## config.mk

```make
export PLATFORM = sky130hd
export DESIGN_NAME = indexed_shift_array_store
export DESIGN_NICKNAME = d
export VERILOG_FILES = /design/src/rtl/isas_pkg.sv /design/src/rtl/isas_cell.sv /design/src/rtl/isas_ctrl.sv /design/src/rtl/indexed_shift_array_store.sv
export SDC_FILE = /design/constraint.sdc
export NUM_CORES = 2
export LEC_CHECK = 0
export BUFFER_PORTS_ARGS = -buffer_cell sky130_fd_sc_hd__buf_4
export CORE_MARGIN = 5
export CORE_UTILIZATION = 40
export DETAILED_ROUTE_END_ITERATION = 8
export PLACE_DENSITY_LB_ADDON = 0.1
export SLEW_MARGIN = 40
export SYNTH_ARGS = -nofsm -noshare
export SYNTH_HDL_FRONTEND = slang
export SYNTH_HIERARCHICAL = 1
export SYNTH_SLANG_ARGS = --single-unit
export TNS_END_PERCENT = 50
```

## constraint.sdc

```tcl
create_clock -name clk_i -period 22.4 [get_ports clk_i]
set_input_delay 1.12 -clock clk_i [delete_from_list [all_inputs] [get_ports clk_i]]
set_output_delay 1.12 -clock clk_i [all_outputs]
set_load 0.03 [all_outputs]
```

## src/rtl/isas_pkg.sv

```systemverilog
// ----------------------------------------------------------------------------
// isas_pkg: shared types and constants of the indexed shift array store
// Store geometry, operation and status codes, and the command that is
// broadcast to the row of storage cells.
// ----------------------------------------------------------------------------
`timescale 1ns / 1ps

package isas_pkg;

  localparam int unsigned CAPACITY   = 32;
  localparam int unsigned WORD_WIDTH = 32;

  localparam int unsigned IDX_W  = $clog2(CAPACITY);
  localparam int unsigned CNT_W  = $clog2(CAPACITY + 1);
  localparam int unsigned POS_W  = 6;
  localparam int unsigned CMP_W  = (CNT_W > POS_W) ? CNT_W : POS_W;
  localparam int unsigned DATA_W = 32;
  localparam int unsigned FILL_W = 6;
  localparam int unsigned WIDE_W = (WORD_WIDTH > DATA_W) ? WORD_WIDTH : DATA_W;

  typedef logic [WORD_WIDTH-1:0] word_t;
  typedef logic [IDX_W-1:0]      idx_t;
  typedef logic [CNT_W-1:0]      cnt_t;

  typedef enum logic [1:0] {
    OP_APPEND = 2'd0,
    OP_INSERT = 2'd1,
    OP_ERASE  = 2'd2,
    OP_READ   = 2'd3
  } op_e;

  typedef enum logic [1:0] {
    ST_DONE  = 2'd0,
    ST_RANGE = 2'd1,
    ST_FULL  = 2'd2
  } status_e;

  typedef enum logic [1:0] {
    ACT_NONE   = 2'd0,
    ACT_APPEND = 2'd1,
    ACT_INSERT = 2'd2,
    ACT_ERASE  = 2'd3
  } act_e;

  // broadcast to every cell
  typedef struct packed {
    act_e  act;
    idx_t  tgt;
    word_t word;
  } cmd_t;

  // per-transaction outcome from the decoder
  typedef struct packed {
    status_e status;
    logic    rd_en;
    cnt_t    count_d;
  } res_t;

  function automatic word_t to_word(logic [DATA_W-1:0] v);
    logic [WIDE_W-1:0] t;
    t = WIDE_W'(v);
    return t[WORD_WIDTH-1:0];
  endfunction

  function automatic logic [DATA_W-1:0] to_out(word_t w);
    logic [WIDE_W-1:0] t;
    t = WIDE_W'(w);
    return t[DATA_W-1:0];
  endfunction

endpackage

```

## src/rtl/isas_cell.sv

```systemverilog
// ----------------------------------------------------------------------------
// isas_cell: one storage cell of the shift array
// Holds one entry; loads the broadcast word, takes its lower neighbor on an
// insert above the target, or its upper neighbor on an erase at or above it.
// ----------------------------------------------------------------------------
`timescale 1ns / 1ps

module isas_cell (
  input  logic                 clk_i,
  input  isas_pkg::idx_t       idx_i,
  input  isas_pkg::cmd_t       cmd_i,
  input  isas_pkg::word_t      lower_i,
  input  isas_pkg::word_t      upper_i,
  output isas_pkg::word_t      word_o
);

  isas_pkg::word_t word_q, word_d;
  logic            at_tgt, above_tgt;

  assign at_tgt    = (idx_i == cmd_i.tgt);
  assign above_tgt = (idx_i > cmd_i.tgt);

  always_comb begin
    word_d = word_q;
    case (cmd_i.act)
      isas_pkg::ACT_APPEND: begin
        if (at_tgt) word_d = cmd_i.word;
      end
      isas_pkg::ACT_INSERT: begin
        if (at_tgt) word_d = cmd_i.word;
        else if (above_tgt) word_d = lower_i;
      end
      isas_pkg::ACT_ERASE: begin
        if (at_tgt || above_tgt) word_d = upper_i;
      end
      default: word_d = word_q;
    endcase
  end

  always_ff @(posedge clk_i) begin
    word_q <= word_d;
  end

  assign word_o = word_q;

endmodule

```

## src/rtl/isas_ctrl.sv

```systemverilog
// ----------------------------------------------------------------------------
// isas_ctrl: request decoder of the shift array
// Checks position against the fill count, picks the cell action and target,
// and gives status, read enable and the next fill count.
// ----------------------------------------------------------------------------
`timescale 1ns / 1ps

module isas_ctrl (
  input  logic                          accept_i,
  input  logic [1:0]                    op_i,
  input  logic [isas_pkg::POS_W-1:0]    position_i,
  input  isas_pkg::word_t               word_i,
  input  isas_pkg::cnt_t                count_i,
  output isas_pkg::cmd_t                cmd_o,
  output isas_pkg::res_t                res_o
);

  logic [isas_pkg::CMP_W-1:0] pos_w, cnt_w;
  logic                       full;
  isas_pkg::op_e              op;

  assign op    = isas_pkg::op_e'(op_i);
  assign pos_w = isas_pkg::CMP_W'(position_i);
  assign cnt_w = isas_pkg::CMP_W'(count_i);
  assign full  = (count_i == isas_pkg::CNT_W'(isas_pkg::CAPACITY));

  always_comb begin
    cmd_o.act     = isas_pkg::ACT_NONE;
    cmd_o.tgt     = isas_pkg::IDX_W'(position_i);
    cmd_o.word    = word_i;
    res_o.status  = isas_pkg::ST_DONE;
    res_o.rd_en   = 1'b0;
    res_o.count_d = count_i;
    case (op)
      isas_pkg::OP_APPEND: begin
        if (full) begin
          res_o.status = isas_pkg::ST_FULL;
        end else begin
          cmd_o.act     = isas_pkg::ACT_APPEND;
          cmd_o.tgt     = isas_pkg::IDX_W'(count_i);
          res_o.count_d = count_i + 1'b1;
        end
      end
      isas_pkg::OP_INSERT: begin
        // range check wins over the full check
        if (pos_w > cnt_w) begin
          res_o.status = isas_pkg::ST_RANGE;
        end else if (full) begin
          res_o.status = isas_pkg::ST_FULL;
        end else begin
          cmd_o.act     = isas_pkg::ACT_INSERT;
          res_o.count_d = count_i + 1'b1;
        end
      end
      isas_pkg::OP_ERASE: begin
        if (pos_w >= cnt_w) begin
          res_o.status = isas_pkg::ST_RANGE;
        end else begin
          cmd_o.act     = isas_pkg::ACT_ERASE;
          res_o.count_d = count_i - 1'b1;
        end
      end
      default: begin
        if (pos_w >= cnt_w) res_o.status = isas_pkg::ST_RANGE;
        else res_o.rd_en = 1'b1;
      end
    endcase
    if (!accept_i) cmd_o.act = isas_pkg::ACT_NONE;
  end

endmodule

```

## src/rtl/indexed_shift_array_store.sv

```systemverilog
// ----------------------------------------------------------------------------
// indexed_shift_array_store: ordered store of signed words in a cell row
// An accepted request's result is registered. Throughput: one request per
// cycle unless the output stalls, since every cell shifts or loads in the
// same cycle as its neighbors. Reset clears the fill count and the output
// valid; entries hold no defined value until written.
// ----------------------------------------------------------------------------
`timescale 1ns / 1ps

module indexed_shift_array_store (
  input  logic                 clk_i,
  input  logic                 rst_ni,
  input  logic                 in_valid_i,
  output logic                 in_stall_o,
  input  logic [1:0]           op_i,
  input  logic [5:0]           position_i,
  input  logic signed [31:0]   item_value_i,
  output logic                 out_valid_o,
  input  logic                 out_stall_i,
  output logic signed [31:0]   read_word_o,
  output logic [1:0]           status_o,
  output logic [5:0]           fill_count_o
);

  localparam int unsigned N = isas_pkg::CAPACITY;

  logic                 acc;
  logic                 out_valid_q;
  logic [31:0]          read_word_q, read_word_d;
  logic [1:0]           status_q;
  logic [5:0]           fill_q;
  isas_pkg::cnt_t       count_q;
  isas_pkg::cmd_t       cmd;
  isas_pkg::res_t       res;
  isas_pkg::word_t      cell_word [N];

  assign in_stall_o = out_valid_q & out_stall_i;
  assign acc        = in_valid_i & ~in_stall_o;

  isas_ctrl u_ctrl (
    .accept_i   (acc),
    .op_i       (op_i),
    .position_i (position_i),
    .word_i     (isas_pkg::to_word($unsigned(item_value_i))),
    .count_i    (count_q),
    .cmd_o      (cmd),
    .res_o      (res)
  );

  for (genvar i = 0; i < N; i++) begin : g_cell
    isas_pkg::word_t lower, upper;
    if (i == 0) begin : g_first
      assign lower = '0;
    end else begin : g_mid_lo
      assign lower = cell_word[i-1];
    end
    if (i == N - 1) begin : g_last
      assign upper = '0;
    end else begin : g_mid_hi
      assign upper = cell_word[i+1];
    end
    isas_cell u_cell (
      .clk_i   (clk_i),
      .idx_i   (isas_pkg::IDX_W'(i)),
      .cmd_i   (cmd),
      .lower_i (lower),
      .upper_i (upper),
      .word_o  (cell_word[i])
    );
  end

  // read port only looked at on an in-range read
  assign read_word_d = res.rd_en
                     ? isas_pkg::to_out(cell_word[isas_pkg::IDX_W'(position_i)])
                     : '0;

  always_ff @(posedge clk_i or negedge rst_ni) begin
    if (!rst_ni) begin
      out_valid_q <= 1'b0;
      count_q     <= '0;
    end else begin
      if (acc) begin
        out_valid_q <= 1'b1;
        count_q     <= res.count_d;
      end else if (!out_stall_i) begin
        out_valid_q <= 1'b0;
      end
    end
  end

  always_ff @(posedge clk_i) begin
    if (acc) begin
      read_word_q <= read_word_d;
      status_q    <= res.status;
      fill_q      <= 6'(res.count_d);
    end
  end

  assign out_valid_o  = out_valid_q;
  assign read_word_o  = $signed(read_word_q);
  assign status_o     = status_q;
  assign fill_count_o = fill_q;

`ifndef ASSERT_OFF
  a_count_bound : assert property (@(posedge clk_i) disable iff (!rst_ni)
    count_q <= isas_pkg::CNT_W'(isas_pkg::CAPACITY))
    else $error("fill count exceeds capacity");

  a_reject_keeps : assert property (@(posedge clk_i) disable iff (!rst_ni)
    (acc && res.status != isas_pkg::ST_DONE) |=> (count_q == $past(count_q)))
    else $error("rejected transaction changed the fill count");

  a_reject_zero : assert property (@(posedge clk_i) disable iff (!rst_ni)
    (acc && !res.rd_en) |=> (read_word_q == '0))
    else $error("read word not zero for a non-read transaction");

  a_append_grows : assert property (@(posedge clk_i) disable iff (!rst_ni)
    (acc && cmd.act == isas_pkg::ACT_APPEND) |=> (count_q == $past(count_q) + 1'b1))
    else $error("append did not grow the fill count");
`endif

endmodule
```

==> impl_results.md <==
- TritonRoute pass-1 iters: 9
- Synth area leader: edfxtp_1
- Buf+Inv Stages, Crit Path: 5
- Critical Path Stages: 15
- Fraction of layout instances using a drive strength above 1: around 13%
- Vias in the first global route: approximately 74,000
- Clk pin slew, worst setup/hold paths: ~0.05 ns
- WS Path Type: input pin to register
- Unrepaired setup endpoints after global routing: false
- Least-Margin Pin Slew: around 1 ns
- Setup Viol. Count Final: 0
- CTS Hold Buffers Added: 0
- Clk buf depth: 3
- Final net count: 8,468
- Final hold vios: 0
- GR Util All Layers: between 30% and 40%
- Root Buffer: clkbuf_16
- Post-synth EDFFs: about 1,100
- CP Cell Sequence: buf_4, ha_1, a21oi_1, o21a_2, o211ai_1, nor2_1, a21oi_1, nor2b_4, buf_12, buf_4, buf_4, buf_4, and2_2, a21oi_1, nand3_1
- Clock Latency Late Sink: around 0.83 ns
- IO Count: 86
- Status: finished clean
- Rel. slew slack: 33.54%
- IO Port Bufs: 85
- Most frequent cell after synthesis: edfxtp_1
- Overall Power: approximately 7.1 mW
- Area Overhead vs Synth: 7.686%
- Crit path max fanout: about 150
- Final Core Density: 43.39%
- Initial antenna violation count: 17
- Place WS: 15.56 ns
- Grt ovf: 0
- Setup bufs post-CTS: 0
- Slew Viols, Final: 0
- Clk_skew: between 0.02 and 0.03 ns
- Vias per cell: between 7 and 8
- Routed Antenna Nets: 0
- Setup TNS: 0 ns
- Die width: ~470 µm
- First-pass GRT wire length: approximately 560 mm
- Fmax: roughly 0.16 GHz
- Fraction of registers with async set/reset: less than 1%
- Synth warn: 6
- Yosys top cell area share: between 30 and 40%
- DRC violations left: 0
- HPWL Detailed: 246.5 mm
- Count of state elements after synthesis: around 1,100
- DRT Wirelength: just under 400 mm
- Gpl congestion: 0.9356
- Largest net degree at the start of global routing: 168
- Max Cap Viol: 0
- Die Ht: ~470 µm
- Seq/Total Area, Yosys: approximately 38%
- Post-cts sizing count: 0
- Top Family by Delay on Critical Path: buffers and inverters
- Vias: 78,761
- Final worst-path cycle share: 27.93%
- Synth Instances: approximately 8,600
- PwrDens: about 77 nW/µm²
- WL/cell: between 30 and 40 µm
- Clk sinks: 1,071
- Leak Pwr: between 20 and 30 nW
- Commonest cells in the netlist: edfxtp_1, nand3_1, o211ai_1
- Worst Path Arrival: roughly 6.9 ns
- Initial Util: 40.29%
- Startpoint types: input pin
- Worst setup EP type: register
- CP max stage delay: just under 0.9 ns
- Final WS setup: between 15 and 20 ns
- Die area: roughly 220,000 µm²
- Initial DRC Count: between 10,000 and 15,000
- Min-delay worst type: input pin to async pin
- Distinct cells, synth: 52
- CP dominant cell by count: buf_4
- Non-Filler Instances: between 10,000 and 15,000
- Placed Cells: around 11,000
- Row cnt: 169
- CTS tree: yes
- Most used DFF post-synth: edfxtp_1
- Number of CTS-inserted buffers: roughly 140
- H-tree levels: 4
- Core Region: 212,500 µm²
- Worst Path Required: roughly 23 ns
- Worst vdd ir: approximately 0.000087 V
- Post-synthesis cell area: 85,620 µm²
- CP max-delay cell: and2_2
- Syn_area_per_cell: ~10 µm²
- R2R depth: 15
- Area contributors post-synth: edfxtp_1, nand4b_1, o211ai_1
- Tmin final: 6.256 ns
path summary, 6_finish.rpt:
| path | start | slack (ns) | endpoint |
|---|---|---|---|
| max in group asynchronous | rst_ni | 22.15 | count_q[2] |
| setup / recovery | position_i[3] | 16.14 | g_cell[12].u_cell/word_o[13] |
| setup reg to reg | count_q[3] | 16.17 | g_cell[12].u_cell/word_o[13] |
| min in group clk_i | in_valid_i | 0.52 | out_valid_o |
| hold / removal | rst_ni | 0.12 | count_q[4] |
| hold reg to reg | g_cell[31].u_cell/word_o[9] | 0.58 | g_cell[30].u_cell/word_o[9] |
through the flow:
| stage | hold WS (ns) | area (µm²) |
|---|---|---|
| 2_1_floorplan | 0.4753 | 86460 |
| 3_3_place_gp | 0.5601 | 86830 |
| 3_5_place_dp | 0.5676 | 87670 |
| 4_1_cts | 0.07469 | 91940 |
| 5_1_grt | 0.1106 | 92200 |
| 6_report | 0.1229 | 92210 |
layout make-up:
class                           count  area [µm²]
Fill cell                       20212      120300
Inverter                          201       769.5
Clock buffer                      188        3831
Clock inverter                     64       445.4
Timing Repair Buffer              358        3342
Tap cell                         2821        3530
Sequential cell                  1071       32130
Antenna cell                        4       10.01
Multi-Input combinational cell   6481       48150
where the power goes:
| part | total (mW) | internal (mW) | switching (mW) |
|---|---|---|---|
| combinational | 2.28 | 0.684 | 1.59 |
| clock | 2.23 | 1.25 | 0.976 |
| sequential | 2.59 | 2.43 | 0.157 |
worst register-to-register path, cell delays in order, from the launching register on:
cell	delay (ns)
dfrtp_1	0.57
inv_1	0.13
ha_1	0.34
a21oi_1	0.16
o21a_2	0.20
o211ai_1	0.18
nor2_1	0.13
a21oi_1	0.07
nor2b_4	0.14
buf_12	0.56
buf_4	0.87
buf_4	0.64
buf_4	0.83
and2_2	0.91
a21oi_1	0.23
nand3_1	0.12
placed cells by master (no fill, tap or decap), types with 60 or more instances in the layout:
cell and instances:
nor2b_1 967, edfxtp_1 1064, nand3_1 1028, nand4b_1 1024, mux4_2 224, mux2i_1 64
a21oi_1 979, a21oi_2 90, mux2_2 70, buf_4 294, conb_1 224, clkbuf_16 146
o211ai_1 1026, a31oi_1 64, ha_1 168, and2b_1 90, nand2_1 60, inv_1 184
sequential cells by signal (all words and copies together), names as in the netlist:
register,count
g_cell.u_cell/word_o,1024
read_word_o,32
count_q,6
fill_count_o,6
status_o,2
out_valid_o,1
per-layer routing:
layer / track usage (%) / up-vias / wire [µm]
met4: 19.15 / 18 / 27320
met5: 0.2132 / - / 179
met2: 52.57 / 5112 / 176200
met3: 6.922 / 1053 / 38450
li1: - / 32959 / -
met1: 44.02 / 39619 / 154000
kinds of logic (layout without fill, tap and decap cells):
group | Yosys count | in the layout | share of synthesized area [%]
buffers and inverters | 1233 | 811 | 8.281
adders and majority gates | 169 | 169 | 2.470
muxes | 358 | 358 | 7.561
and+or+nand+nor | 3335 | 3335 | 25.90
DFF | 1071 | 1071 | 37.52
xor gates and xnor gates | 3 | 3 | 0.03069
other | 2 | 228 | 0.008771
AOI/OAI and AO/OA | 2392 | 2392 | 18.23
No activity file was read; power rests on OpenSTA's default activity.
